--- config.mk ---
export PLATFORM = sky130hd
export DESIGN_NAME = fqlvs_filter
export DESIGN_NICKNAME = d
export VERILOG_FILES = /design/src/rtl/fqlvs_pkg.sv /design/src/rtl/fqlvs_filter.sv
export SDC_FILE = /design/constraint.sdc
export NUM_CORES = 1
export LEC_CHECK = 0
export BUFFER_PORTS_ARGS = -buffer_cell sky130_fd_sc_hd__buf_4
export CAP_MARGIN = 20
export CORE_ASPECT_RATIO = 1.4
export CORE_MARGIN = 2
export CORE_UTILIZATION = 57
export DETAILED_ROUTE_END_ITERATION = 6
export PLACE_DENSITY = 0.79
export SETUP_SLACK_MARGIN = 0.05
export SYNTH_ARGS = -nofsm -noshare
export SYNTH_HDL_FRONTEND = slang
export SYNTH_SLANG_ARGS = --single-unit
--- constraint.sdc ---
create_clock -name vclk -period 22.1
set_clock_uncertainty 0.2 [all_clocks]
set_input_delay 6.63 -clock vclk [all_inputs]
set_output_delay 6.63 -clock vclk [all_outputs]
set_load 0.05 [all_outputs]
--- src/rtl/fqlvs_pkg.sv ---
// ---------------------------------------------------------------------------
// fqlvs_pkg
// Shared types and constants for the quarter-line vertical field shifter.
// ---------------------------------------------------------------------------
package fqlvs_pkg;

    localparam int MAX_WIDTH  = 2048;
    localparam int MAX_HEIGHT = 4096;

    localparam int PIX_W  = 8;
    localparam int COL_W  = $clog2(MAX_WIDTH);
    localparam int ROW_W  = $clog2(MAX_HEIGHT);
    localparam int FW_W   = 12;
    localparam int FH_W   = 13;
    localparam int CFG_AW = 2;
    localparam int CFG_DW = 13;

    localparam int IN_TDATA_W  = 8;
    localparam int OUT_TDATA_W = 32;

    localparam int NUM_BANKS   = 3;
    localparam int BANK_W      = 2;
    localparam int MAX_RESULTS = 3;

    localparam int FIFO_DEPTH  = 8;
    localparam int FIFO_AW     = $clog2(FIFO_DEPTH);
    localparam int FIFO_CW     = $clog2(FIFO_DEPTH + 1);
    localparam int READY_LEVEL = FIFO_DEPTH - 2 * MAX_RESULTS;

    localparam logic [FW_W-1:0] WIDTH_RESET  = FW_W'(720);
    localparam logic [FH_W-1:0] HEIGHT_RESET = FH_W'(288);
    localparam logic [FH_W-1:0] HEIGHT_MIN   = FH_W'(4);

    typedef enum logic [CFG_AW-1:0] {
        REG_FIELD_WIDTH  = 2'd0,
        REG_FIELD_HEIGHT = 2'd1,
        REG_FILTER_MODE  = 2'd2,
        REG_SHIFT_UP     = 2'd3
    } reg_index_t;

    typedef enum logic {
        MODE_LINEAR  = 1'b0,
        MODE_FOURTAP = 1'b1
    } filter_mode_t;

    // control for the item held between the line-store read and the filter
    typedef struct packed {
        filter_mode_t     mode;
        logic             up;
        logic             is_r0;
        logic             is_r1;
        logic             ge_r1;
        logic             ge_r3;
        logic             is_last;
        logic [ROW_W-1:0] row;
        logic [COL_W-1:0] col;
    } tap_ctl_t;

    typedef struct packed {
        logic             last;
        logic [COL_W-1:0] col;
        logic [ROW_W-1:0] row;
        logic [PIX_W-1:0] pixel;
    } entry_t;

    typedef struct packed {
        logic [MAX_RESULTS-1:0]            valid;
        entry_t [MAX_RESULTS-1:0]          slot;
    } group_t;

endpackage

--- src/rtl/fqlvs_filter.sv ---
// ---------------------------------------------------------------------------
// fqlvs_filter
// Vertical quarter-line filter: turns one sample and its three upper taps
// into the group of up to three output words it completes.
// ---------------------------------------------------------------------------
module fqlvs_filter (
    input  fqlvs_pkg::tap_ctl_t           ctl,
    input  logic [fqlvs_pkg::PIX_W-1:0]   cur,
    input  logic [fqlvs_pkg::PIX_W-1:0]   p1,
    input  logic [fqlvs_pkg::PIX_W-1:0]   p2,
    input  logic [fqlvs_pkg::PIX_W-1:0]   p3,
    output fqlvs_pkg::group_t             grp
);

    import fqlvs_pkg::*;

    function automatic logic [PIX_W-1:0] four_tap(
        input logic [PIX_W-1:0] a,
        input logic [PIX_W-1:0] b,
        input logic [PIX_W-1:0] c,
        input logic [PIX_W-1:0] d
    );
        logic signed [17:0] sa;
        logic signed [17:0] sb;
        logic signed [17:0] sc;
        logic signed [17:0] sd;
        logic signed [17:0] biased;
        logic signed [17:0] shifted;
        logic [PIX_W-1:0]   res;
        sa      = $signed({10'd0, a});
        sb      = $signed({10'd0, b});
        sc      = $signed({10'd0, c});
        sd      = $signed({10'd0, d});
        biased  = 18'sd111 * sb + 18'sd29 * sc - 18'sd9 * sa - 18'sd3 * sd + 18'sd64;
        shifted = biased >>> 7;
        if (biased < 18'sd0)
        begin
            res = '0;
        end
        else if (shifted > 18'sd255)
        begin
            res = 8'd255;
        end
        else
        begin
            res = shifted[PIX_W-1:0];
        end
        return res;
    endfunction

    logic [9:0]       sum_dn;
    logic [9:0]       sum_up;
    logic [PIX_W-1:0] rnd_dn;
    logic [PIX_W-1:0] rnd_up;
    logic [PIX_W-1:0] lin_dn;
    logic [PIX_W-1:0] lin_up;
    logic [PIX_W-1:0] ft_out;
    logic [PIX_W-1:0] ft_a;
    logic [PIX_W-1:0] ft_b;
    logic [PIX_W-1:0] ft_c;
    logic [PIX_W-1:0] ft_d;
    logic [9:0]       rnd_dn_sum;
    logic [9:0]       rnd_up_sum;

    // 3 parts of the nearer line, 1 part of the farther one
    assign sum_dn     = {2'b00, cur} + 10'(3) * {2'b00, p1};
    assign sum_up     = {2'b00, p1} + 10'(3) * {2'b00, cur};
    assign rnd_dn_sum = sum_dn + 10'd2;
    assign rnd_up_sum = sum_up + 10'd2;
    assign rnd_dn     = rnd_dn_sum[9:2];
    assign rnd_up     = rnd_up_sum[9:2];
    assign lin_dn     = sum_dn[9:2];
    assign lin_up     = sum_up[9:2];

    // mirrored tap order when shifting up
    assign ft_a   = ctl.up ? cur : p3;
    assign ft_b   = ctl.up ? p1  : p2;
    assign ft_c   = ctl.up ? p2  : p1;
    assign ft_d   = ctl.up ? p3  : cur;
    assign ft_out = four_tap(ft_a, ft_b, ft_c, ft_d);

    always_comb
    begin
        grp = '0;
        for (int k = 0; k < MAX_RESULTS; k++)
        begin
            grp.slot[k].col = ctl.col;
        end

        case (ctl.mode)
            MODE_FOURTAP:
            begin
                if (!ctl.up)
                begin
                    grp.valid[0] = ctl.is_r1 | ctl.ge_r3;
                    if (ctl.is_r1)
                    begin
                        grp.slot[0].pixel = rnd_dn;
                        grp.slot[0].row   = '0;
                    end
                    else
                    begin
                        grp.slot[0].pixel = ft_out;
                        grp.slot[0].row   = ctl.row - ROW_W'(2);
                    end
                    grp.valid[1]      = ctl.is_last;
                    grp.slot[1].pixel = rnd_dn;
                    grp.slot[1].row   = ctl.row - ROW_W'(1);
                    grp.valid[2]      = ctl.is_last;
                    grp.slot[2].pixel = cur;
                    grp.slot[2].row   = ctl.row;
                end
                else
                begin
                    grp.valid[0] = ctl.is_r0 | ctl.is_r1 | ctl.ge_r3;
                    if (ctl.is_r0)
                    begin
                        grp.slot[0].pixel = cur;
                        grp.slot[0].row   = '0;
                    end
                    else if (ctl.is_r1)
                    begin
                        grp.slot[0].pixel = rnd_up;
                        grp.slot[0].row   = ROW_W'(1);
                    end
                    else
                    begin
                        grp.slot[0].pixel = ft_out;
                        grp.slot[0].row   = ctl.row - ROW_W'(1);
                    end
                    grp.valid[1]      = ctl.is_last;
                    grp.slot[1].pixel = rnd_up;
                    grp.slot[1].row   = ctl.row;
                end
            end
            MODE_LINEAR:
            begin
                if (!ctl.up)
                begin
                    grp.valid[0]      = ctl.ge_r1;
                    grp.slot[0].pixel = lin_dn;
                    grp.slot[0].row   = ctl.row - ROW_W'(1);
                    grp.valid[1]      = ctl.is_last;
                    grp.slot[1].pixel = cur;
                    grp.slot[1].row   = ctl.row;
                end
                else
                begin
                    grp.valid[0]      = 1'b1;
                    grp.slot[0].pixel = ctl.is_r0 ? cur : lin_up;
                    grp.slot[0].row   = ctl.row;
                end
            end
            default:
            begin
                grp.valid = '0;
            end
        endcase

        // valid slots are contiguous from slot 0, so mark the highest one
        if (grp.valid[2])
        begin
            grp.slot[2].last = 1'b1;
        end
        else if (grp.valid[1])
        begin
            grp.slot[1].last = 1'b1;
        end
        else
        begin
            grp.slot[0].last = grp.valid[0];
        end
    end

endmodule

==> results.py, run 1 <==
metrics = {
    "floorplan": {
        "core_area_um2": 13400,
        "fp.dieH_um": 142,
        "fp-row-count": 50,
        "initial_core_util_pct": 58.3,
        "dieArea_um2": 14600,
        "io_pins": 161,
        "die_w_um": 103,
    },
    "route": {
        "drtPass1Iterations": 7,
        "drtIter0Drc": 228,
        "drc": 0,
        "vias_per_cell": 5.87,
        "routed_wirelength_um": 20800,
        "vias": 7186,
        "routedWlPerCell_um": 17.0,
        "ant_nets": 0,
    },
    "setup_path": {
        "crit_buf_inv": 7,
        "crit_top_cell": "fa_1",
        "cpPeakStageDelay_ns": 0.54,
        "end_kind": "output pin",
        "crit_type": "input port to output pin",
        "startpoint_type": "input port",
        "path_delay_family": "adder cells",
        "worstPathArrival_ns": 14.70,
        "cp_max_fo": 29,
        "critical_path_required_ns": 15.27,
        "crit_slowest_cell": "fa_1",
    },
    "synth": {
        "synth_area_leaders": "fa_1 23%, ha_1 20%, inv_1 7.8%, mux2i_1 4.1%, xnor2_1 3.8%",
        "yosys.area_share.simple_pct": 14.2,
        "synth_top_cell_area_share_pct": 23.1,
        "ys_warn_count": 0,
        "synth_cell_types": 58,
        "syn-num-nets": 1267,
        "synth_fa_ha_area_share_pct": 43.2,
        "avgSynthCellArea_um2": 7.88,
        "synthMuxAreaShare_pct": 5.74,
        "syn_inst": 990,
        "synth-compound-area-share_pct": 17.2,
        "synth_top_area_cell": "fa_1",
        "synth_xor_area_share_pct": 6.62,
        "synth_top_family_by_area": "adder cells",
        "synth_area_um2": 7800,
        "ys_seq_area_share_pct": 0,
    },
    "final_layout": {
        "antenna_cells": 0,
        "nClkBuffers": 0,
        "n_sequential_cell": 0,
        "ff_latch_area_um2": 0,
        "utilization_pct": 64.4,
        "drive_gt1_share_pct": 15.1,
        "mostFrequentLayoutCells": "162 x inv_1, 126 x buf_4, 125 x ha_1",
        "nNetsFinal": 1322,
        "layout_commonest_cell": "inv_1",
        "area_growth_pct": 10.5,
        "finalNonFillerCells": 1225,
    },
    "global_routing": {
        "grt_max_degree": 81,
        "globalRouteOverflowTotal": 0,
        "grt_pass1_wl_um": 33200,
        "antenna_found_initial": 0,
        "grt_usage_pct": 28.2,
        "first_global_vias": 7224,
    },
    "timing": {
        "drv_slew": 0,
        "min_period_ns": 21.53,
        "rsz0062_at_grt": "false",
        "hold_violations": 0,
        "worst_pin_slew_ns": 0.853,
        "min_period_over_period_pct": 97.4,
        "setup_tns_ns": 0,
        "clock.fmax_mhz": 46.4,
        "setup_viol": 0,
        "relSlewSlack_pct": 42.9,
    },
    "place": {
        "hpwl_um": 17900,
        "place_congestion": 0.956,
        "portBuffers": 117,
        "place_inst": 1224,
    },
    "job": {
        "drv_cap": 0,
    },
    "run_status": {
        "status": "complete, no violations",
    },
    "min_path": {
        "holdCritPathClass": "input port to output pin",
    },
    "clocking": {
        "hold_buffers": 0,
    },
}
## area by class of cell
class / count / area [um^2]
Inverter: 162 / 608
Fill cell: 1239 / 4770
Timing Repair Buffer: 127 / 957
Multi-Input combinational cell: 754 / 6830
Tap cell: 182 / 228
## synth_stat cells, types with 2 or more instances
library cell / instances
a211oi_1: 11
a211oi_2: 3
a21o_1: 13
a21oi_1: 53
a221o_1: 2
a221oi_1: 2
a222oi_1: 2
a22oi_1: 11
a311oi_1: 3
a31oi_1: 5
a32oi_1: 3
and2_1: 8
and3_1: 22
buf_1: 8
buf_4: 34
clkbuf_1: 32
fa_1: 90
ha_1: 125
inv_1: 162
mux2_2: 10
mux2i_1: 32
nand2_1: 61
nand2b_1: 12
nand3_1: 22
nand4_1: 4
nor2_1: 60
nor2b_1: 8
nor3_1: 23
nor3b_1: 2
o2111ai_1: 2
o211ai_1: 9
o21a_1: 4
o21ai_0: 36
o21ai_1: 9
o21bai_1: 4
o22ai_1: 15
o31a_1: 2
o31ai_1: 3
or2_2: 3
or3_1: 5
xnor2_1: 34
xor2_1: 25
## logic make-up after synthesis
logic type,count (synthesis)
compound gates,203
xor+xnor,59
fa+ha+maj,215
buf+inv,236
mux,43
simple gates,234
## routing by layer
layer  wire, um  vias to the layer above  GRT usage, %
met1       7770                     3441          31.4
met3       1110                       68          2.60
li1           -                     3435             -
met5          0                        -             0
met4        864                        0          10.7
met2      11100                      242          54.1
## metrics by stage
stage	hold slack [ns]	cell area [um^2]	setup WS (ns)
after CTS	13.06	8600	0.412
after global placement	13.06	8600	0.585
final	13.06	8620	0.569
after global routing	13.06	8620	0.0409
after floorplan	13.23	7830	0.144
after detailed placement	13.06	8600	0.446
## path summary, 6_finish.rpt
check | start | end | slack, ns | cells past startpoint
min | ctl[5] | grp[25] | 13.06 | 0
max | ctl[28] | grp[5] | 0.57 | 29
## repair_timing
| action | 4_1_cts | 5_1_grt |
|---|---|---|
| setup endpoints to repair | 0 | 8 |
| setup buffers | 0 | 1 |
| resized for setup | 0 | 4 |
| endpoints found under the hold margin | 0 | 0 |
Power of run 1 is left out: the tool's default activity adds up to more than one toggle a clock period on the data nets, which glitch-free logic cannot reach.
==> inputs of run 2 (changes only) <==
==> constraint.sdc (replaced) <==
create_clock -name vclk -period 22.1
set_clock_uncertainty 0.2 [all_clocks]
set_input_delay 4.42 -clock vclk [all_inputs]
set_output_delay 4.42 -clock vclk [all_outputs]
set_load 0.05 [all_outputs]
==> run 2 against run 1 <==
Net effect: critical endpoint is now grp[2]; flip-flop and latch count unchanged; clock-buffer cell count unchanged; final cell count down 0.41%; sequential share of layout area unchanged; fmax up 24%; first-iteration DRC count up 21%; wire length up 0.35%; worst hold slack worse by 4.4 ns; via count down 0.81%; critical path depth up 1; worst setup slack better by 4.2 ns; non-clock buffer count down 5.
==> results.py, run 2 (synthesized netlist as in run 1, its figures left out) <==
metrics = {
    "final_layout": {
        "area_growth_pct": 9.46,
        "drive_gt1_share_pct": 13.9,
        "antenna_cells": 0,
        "ff_latch_area_um2": 0,
        "nClkBuffers": 0,
        "n_sequential_cell": 0,
        "fill_cells": 1241,
        "nNetsFinal": 1317,
        "multi_input_area_um2": 6790,
        "layout_commonest_cell": "inv_1",
        "mostFrequentLayoutCells": "162 x inv_1, 125 x ha_1, 122 x buf_4",
        "finalNonFillerCells": 1220,
    },
    "setup_path": {
        "cpPeakStageDelay_ns": 0.59,
        "crit_slowest_cell": "mux2i_1",
        "end_kind": "output pin",
        "crit_type": "input port to output pin",
        "crit_top_cell": "fa_1",
        "worstPathArrival_ns": 12.76,
        "startpoint_type": "input port",
        "critical_path_required_ns": 17.48,
        "cp_max_fo": 27,
    },
    "floorplan": {
        "fp-row-count": 50,
        "initial_core_util_pct": 58.3,
        "die_w_um": 103,
        "fp.dieH_um": 142,
        "dieArea_um2": 14600,
        "core_area_um2": 13400,
        "io_pins": 161,
    },
    "min_path": {
        "holdCritStartpoint": "ctl[2]",
        "holdPathEnd": "grp[86]",
        "holdCritPathClass": "input port to output pin",
        "hold_depth": 0,
    },
    "global_routing": {
        "grt_max_degree": 79,
        "first_global_vias": 7031,
        "globalRouteOverflowTotal": 0,
        "grt_pass1_wl_um": 33000,
        "antenna_found_initial": 0,
        "grt_usage_pct": 28.1,
    },
    "clocking": {
        "hold_buffers": 0,
        "post_cts_resize_count": 0,
        "post_cts_buffers": 0,
    },
    "timing": {
        "worst_pin_slew_ns": 0.803,
        "hold_violations": 0,
        "min_period_ns": 17.38,
        "clock.fmax_mhz": 57.6,
        "setup_tns_ns": 0,
        "min_period_over_period_pct": 78.6,
        "relSlewSlack_pct": 46.3,
        "drv_slew": 0,
        "setup_viol": 0,
        "rsz0062_at_grt": "false",
    },
    "place": {
        "place_inst": 1220,
        "portBuffers": 117,
        "place_congestion": 0.950,
        "hpwl_um": 17900,
    },
    "route": {
        "routedWlPerCell_um": 17.1,
        "vias": 7128,
        "ant_nets": 0,
        "routed_wirelength_um": 20900,
        "drc": 0,
        "drtIter0Drc": 275,
        "drtPass1Iterations": 5,
        "vias_per_cell": 5.84,
    },
    "run_status": {
        "status": "complete, no violations",
    },
    "job": {
        "drv_cap": 0,
    },
}
==> run 2: per-layer routing <==
metal / vias to the layer above / GRT usage (%) / wire length (um)
li1: 3415 / - / -
met1: 3377 / 31.9 / 7620
met5: - / 0 / 0
met3: 63 / 1.77 / 1210
met4: 0 / 11.1 / 898
met2: 273 / 53.5 / 11200
==> run 2: area by class of cell <==
| class | count | area share [%] |
|---|---|---|
| inverters | 162 | 7.12 |
| repair buffers | 122 | 10.7 |
| well taps | 182 | 2.67 |
| multi-input cells | 754 | 79.5 |
==> run 2: worst max-delay path: cells and delay by family <==
family | cells | cell delay (ns)
XOR/XNOR | 1 | 0.16
AO/OA/AOI/OAI | 11 | 2.34
adder cells (fa/ha/maj) | 8 | 3.84
multiplexers | 1 | 0.59
AND/OR/NAND/NOR | 3 | 0.43
buffers and inverters | 6 | 0.95
==> run 2: through the flow <==
step                instance area, um^2  setup slack [ns]  hold WS, ns  utilization [%]
finish                             8540              4.72         8.64             63.8
floorplan                          7800              4.27         8.81                -
detailed placement                 8540              4.78         8.64             63.8
global placement                   8540              4.97         8.64             63.8
CTS                                8540              4.76         8.64             63.8
global route                       8540              4.25         8.64             63.8
==> run 2: worst max path at each step <==
stage / from / to / slack (ns) / cells after the start
global route: ctl[28] / grp[2] / 4.25 / 30
detailed placement: ctl[28] / grp[2] / 4.78 / 30
CTS: ctl[28] / grp[2] / 4.76 / 30
floorplan: ctl[28] / grp[3] / 4.27 / 33
global placement: ctl[28] / grp[5] / 4.97 / 32
finish: ctl[28] / grp[2] / 4.72 / 30
Power of run 2 is left out for the same reason.
==> inputs of run 3 (changes only) <==
ABC_AREA = 1   (was unset)
PLACE_DENSITY = 0.78   (was 0.79)
clock period = 17.6 ns   (was 22.1 ns; I/O delays follow)
==> run 3 against run 2 <==
Net effect: via count grew 7.3%; sequential share of layout area is the same; largest cell class unchanged; worst hold slack lost 1.8 ns; die area grew 3.0%; first-iteration DRC count grew 43%; clock-buffer cell count is the same; flip-flop and latch count is the same; area after synthesis grew 3.1%.
==> results.py, run 3 <==
metrics = {
    "run_status": {
        "status": "complete, no violations",
    },
    "place": {
        "hpwl_um": 19200,
        "place_congestion": 0.979,
        "portBuffers": 117,
    },
    "final_layout": {
        "nClkBuffers": 0,
        "area_growth_pct": 9.02,
        "mostFrequentLayoutCells": "248 x inv_1, 199 x nand2_1, 125 x ha_1",
        "layout_commonest_cell": "inv_1",
        "fill_cells": 1295,
        "drive_gt1_share_pct": 14.5,
        "n_sequential_cell": 0,
        "nNetsFinal": 1495,
        "ff_latch_area_um2": 0,
        "antenna_cells": 0,
    },
    "clocking": {
        "post_cts_resize_count": 0,
        "post_cts_buffers": 0,
        "hold_buffers": 0,
    },
    "global_routing": {
        "antenna_found_initial": 0,
        "grt_usage_pct": 28.4,
        "grt_pass1_wl_um": 34800,
        "grt_max_degree": 49,
        "globalRouteOverflowTotal": 0,
        "first_global_vias": 7333,
    },
    "synth": {
        "synth_top_cell_area_share_pct": 22.4,
        "synth-compound-area-share_pct": 14.2,
        "synthMuxAreaShare_pct": 0,
        "yosys.area_share.simple_pct": 21.2,
        "netlist_top_cells_count": "248 x inv_1, 199 x nand2_1, 125 x ha_1, 90 x fa_1, 77 x o21ai_0",
        "synth_area_um2": 8050,
        "avgSynthCellArea_um2": 6.97,
        "synth_xor_area_share_pct": 5.86,
        "ys_seq_area_share_pct": 0,
        "synth_top_family_by_area": "adder cells",
        "synth_top_area_cell": "fa_1",
        "yosysMostFrequentCell": "inv_1",
        "ys_warn_count": 0,
        "synth_area_leaders": "fa_1 22%, ha_1 19%, inv_1 12%, nand2_1 9.3%, o21ai_0 4.8%",
        "syn_inst": 1155,
        "syn-num-nets": 1432,
        "synth_fa_ha_area_share_pct": 41.8,
        "synth_cell_types": 47,
    },
    "timing": {
        "min_period_over_period_pct": 86.7,
        "setup_tns_ns": 0,
        "setup_viol": 0,
        "relSlewSlack_pct": 40.3,
        "rsz0062_at_grt": "false",
        "min_period_ns": 15.26,
        "hold_violations": 0,
        "worst_pin_slew_ns": 0.884,
        "clock.fmax_mhz": 65.5,
        "drv_slew": 0,
    },
    "setup_path": {
        "cpPeakStageDelay_ns": 0.59,
        "crit_type": "input port to output pin",
        "cp-endpoint": "grp[3]",
        "crit_top_cell": "inv_1",
        "critical_path_required_ns": 13.88,
        "worstPathArrival_ns": 11.54,
        "path_delay_family": "adder cells",
        "path_depth": 37,
        "startpoint_type": "input port",
        "crit_slowest_cell": "fa_1",
        "cp-startpoint": "ctl[28]",
        "crit_buf_inv": 10,
        "cp_max_fo": 41,
        "end_kind": "output pin",
    },
    "route": {
        "vias": 7647,
        "routed_wirelength_um": 22000,
        "ant_nets": 0,
        "drtIter0Drc": 394,
        "drtPass1Iterations": 5,
        "drc": 0,
        "vias_per_cell": 5.46,
        "routedWlPerCell_um": 15.7,
    },
    "floorplan": {
        "fp-row-count": 51,
        "core_area_um2": 13800,
        "dieArea_um2": 15100,
        "die_w_um": 104,
        "io_pins": 161,
        "fp.dieH_um": 145,
        "initial_core_util_pct": 58.1,
    },
    "min_path": {
        "holdCritPathClass": "input port to output pin",
    },
    "job": {
        "drv_cap": 0,
    },
}
==> run 3: cell types whose count changed after synthesis, sizes merged, moves of 11 or more <==
cell / delta
mux2: -11
xnor2: -13
nand2: +156
nand2b: -12
nor3: -13
inv: +86
a21o: -12
and3: -22
mux2i: -32
nor2: +16
o21ai: +36
nand3: +39
==> run 3: worst min-delay path by stage <==
stage / startpoint / endpoint / slack [ns] / depth (start not counted)
3_5_place_dp: ctl[10] / grp[62] / 6.84 / 0
6_report: ctl[0] / grp[84] / 6.84 / 0
4_1_cts: ctl[10] / grp[62] / 6.84 / 0
3_3_place_gp: ctl[10] / grp[62] / 6.84 / 0
5_1_grt: ctl[6] / grp[58] / 6.84 / 0
2_1_floorplan: ctl[0] / grp[20] / 7.01 / 1
==> run 3: kinds of logic (layout without fill, tap and decap cells) <==
family,Yosys count,count (layout)
fa+ha+maj,215,215
compound gates,189,189
xor+xnor,53,53
buf+inv,309,370
simple gates,389,389
==> run 3: routing by layer <==
metal,GRT usage [%],up-vias,routed length (um)
met5,0,-,0
met4,7.61,0,608
met3,2.30,50,1450
met2,54.8,279,11400
met1,33.6,3553,8500
li1,-,3765,-
==> run 3: cell type report <==
class | instances | area (um^2) | area share, %
timing repair buffer | 122 | 916 | 10.4
tap | 185 | 231 | 2.64
inverter | 248 | 931 | 10.6
multi-input combinational | 846 | 6690 | 76.3
==> run 3: through the flow <==
step	instance area [um^2]	util [%]	cells	hold WS (ns)	setup WS [ns]
4_1_cts	8770	63.3	1401	6.84	2.31
6_report	8770	63.3	1401	6.84	2.34
3_5_place_dp	8770	63.3	1401	6.84	2.31
3_3_place_gp	8770	63.3	1401	6.84	2.45
2_1_floorplan	8050	-	1155	7.01	2.99
5_1_grt	8770	63.3	1401	6.84	1.82
Power of run 3 is left out for the same reason.
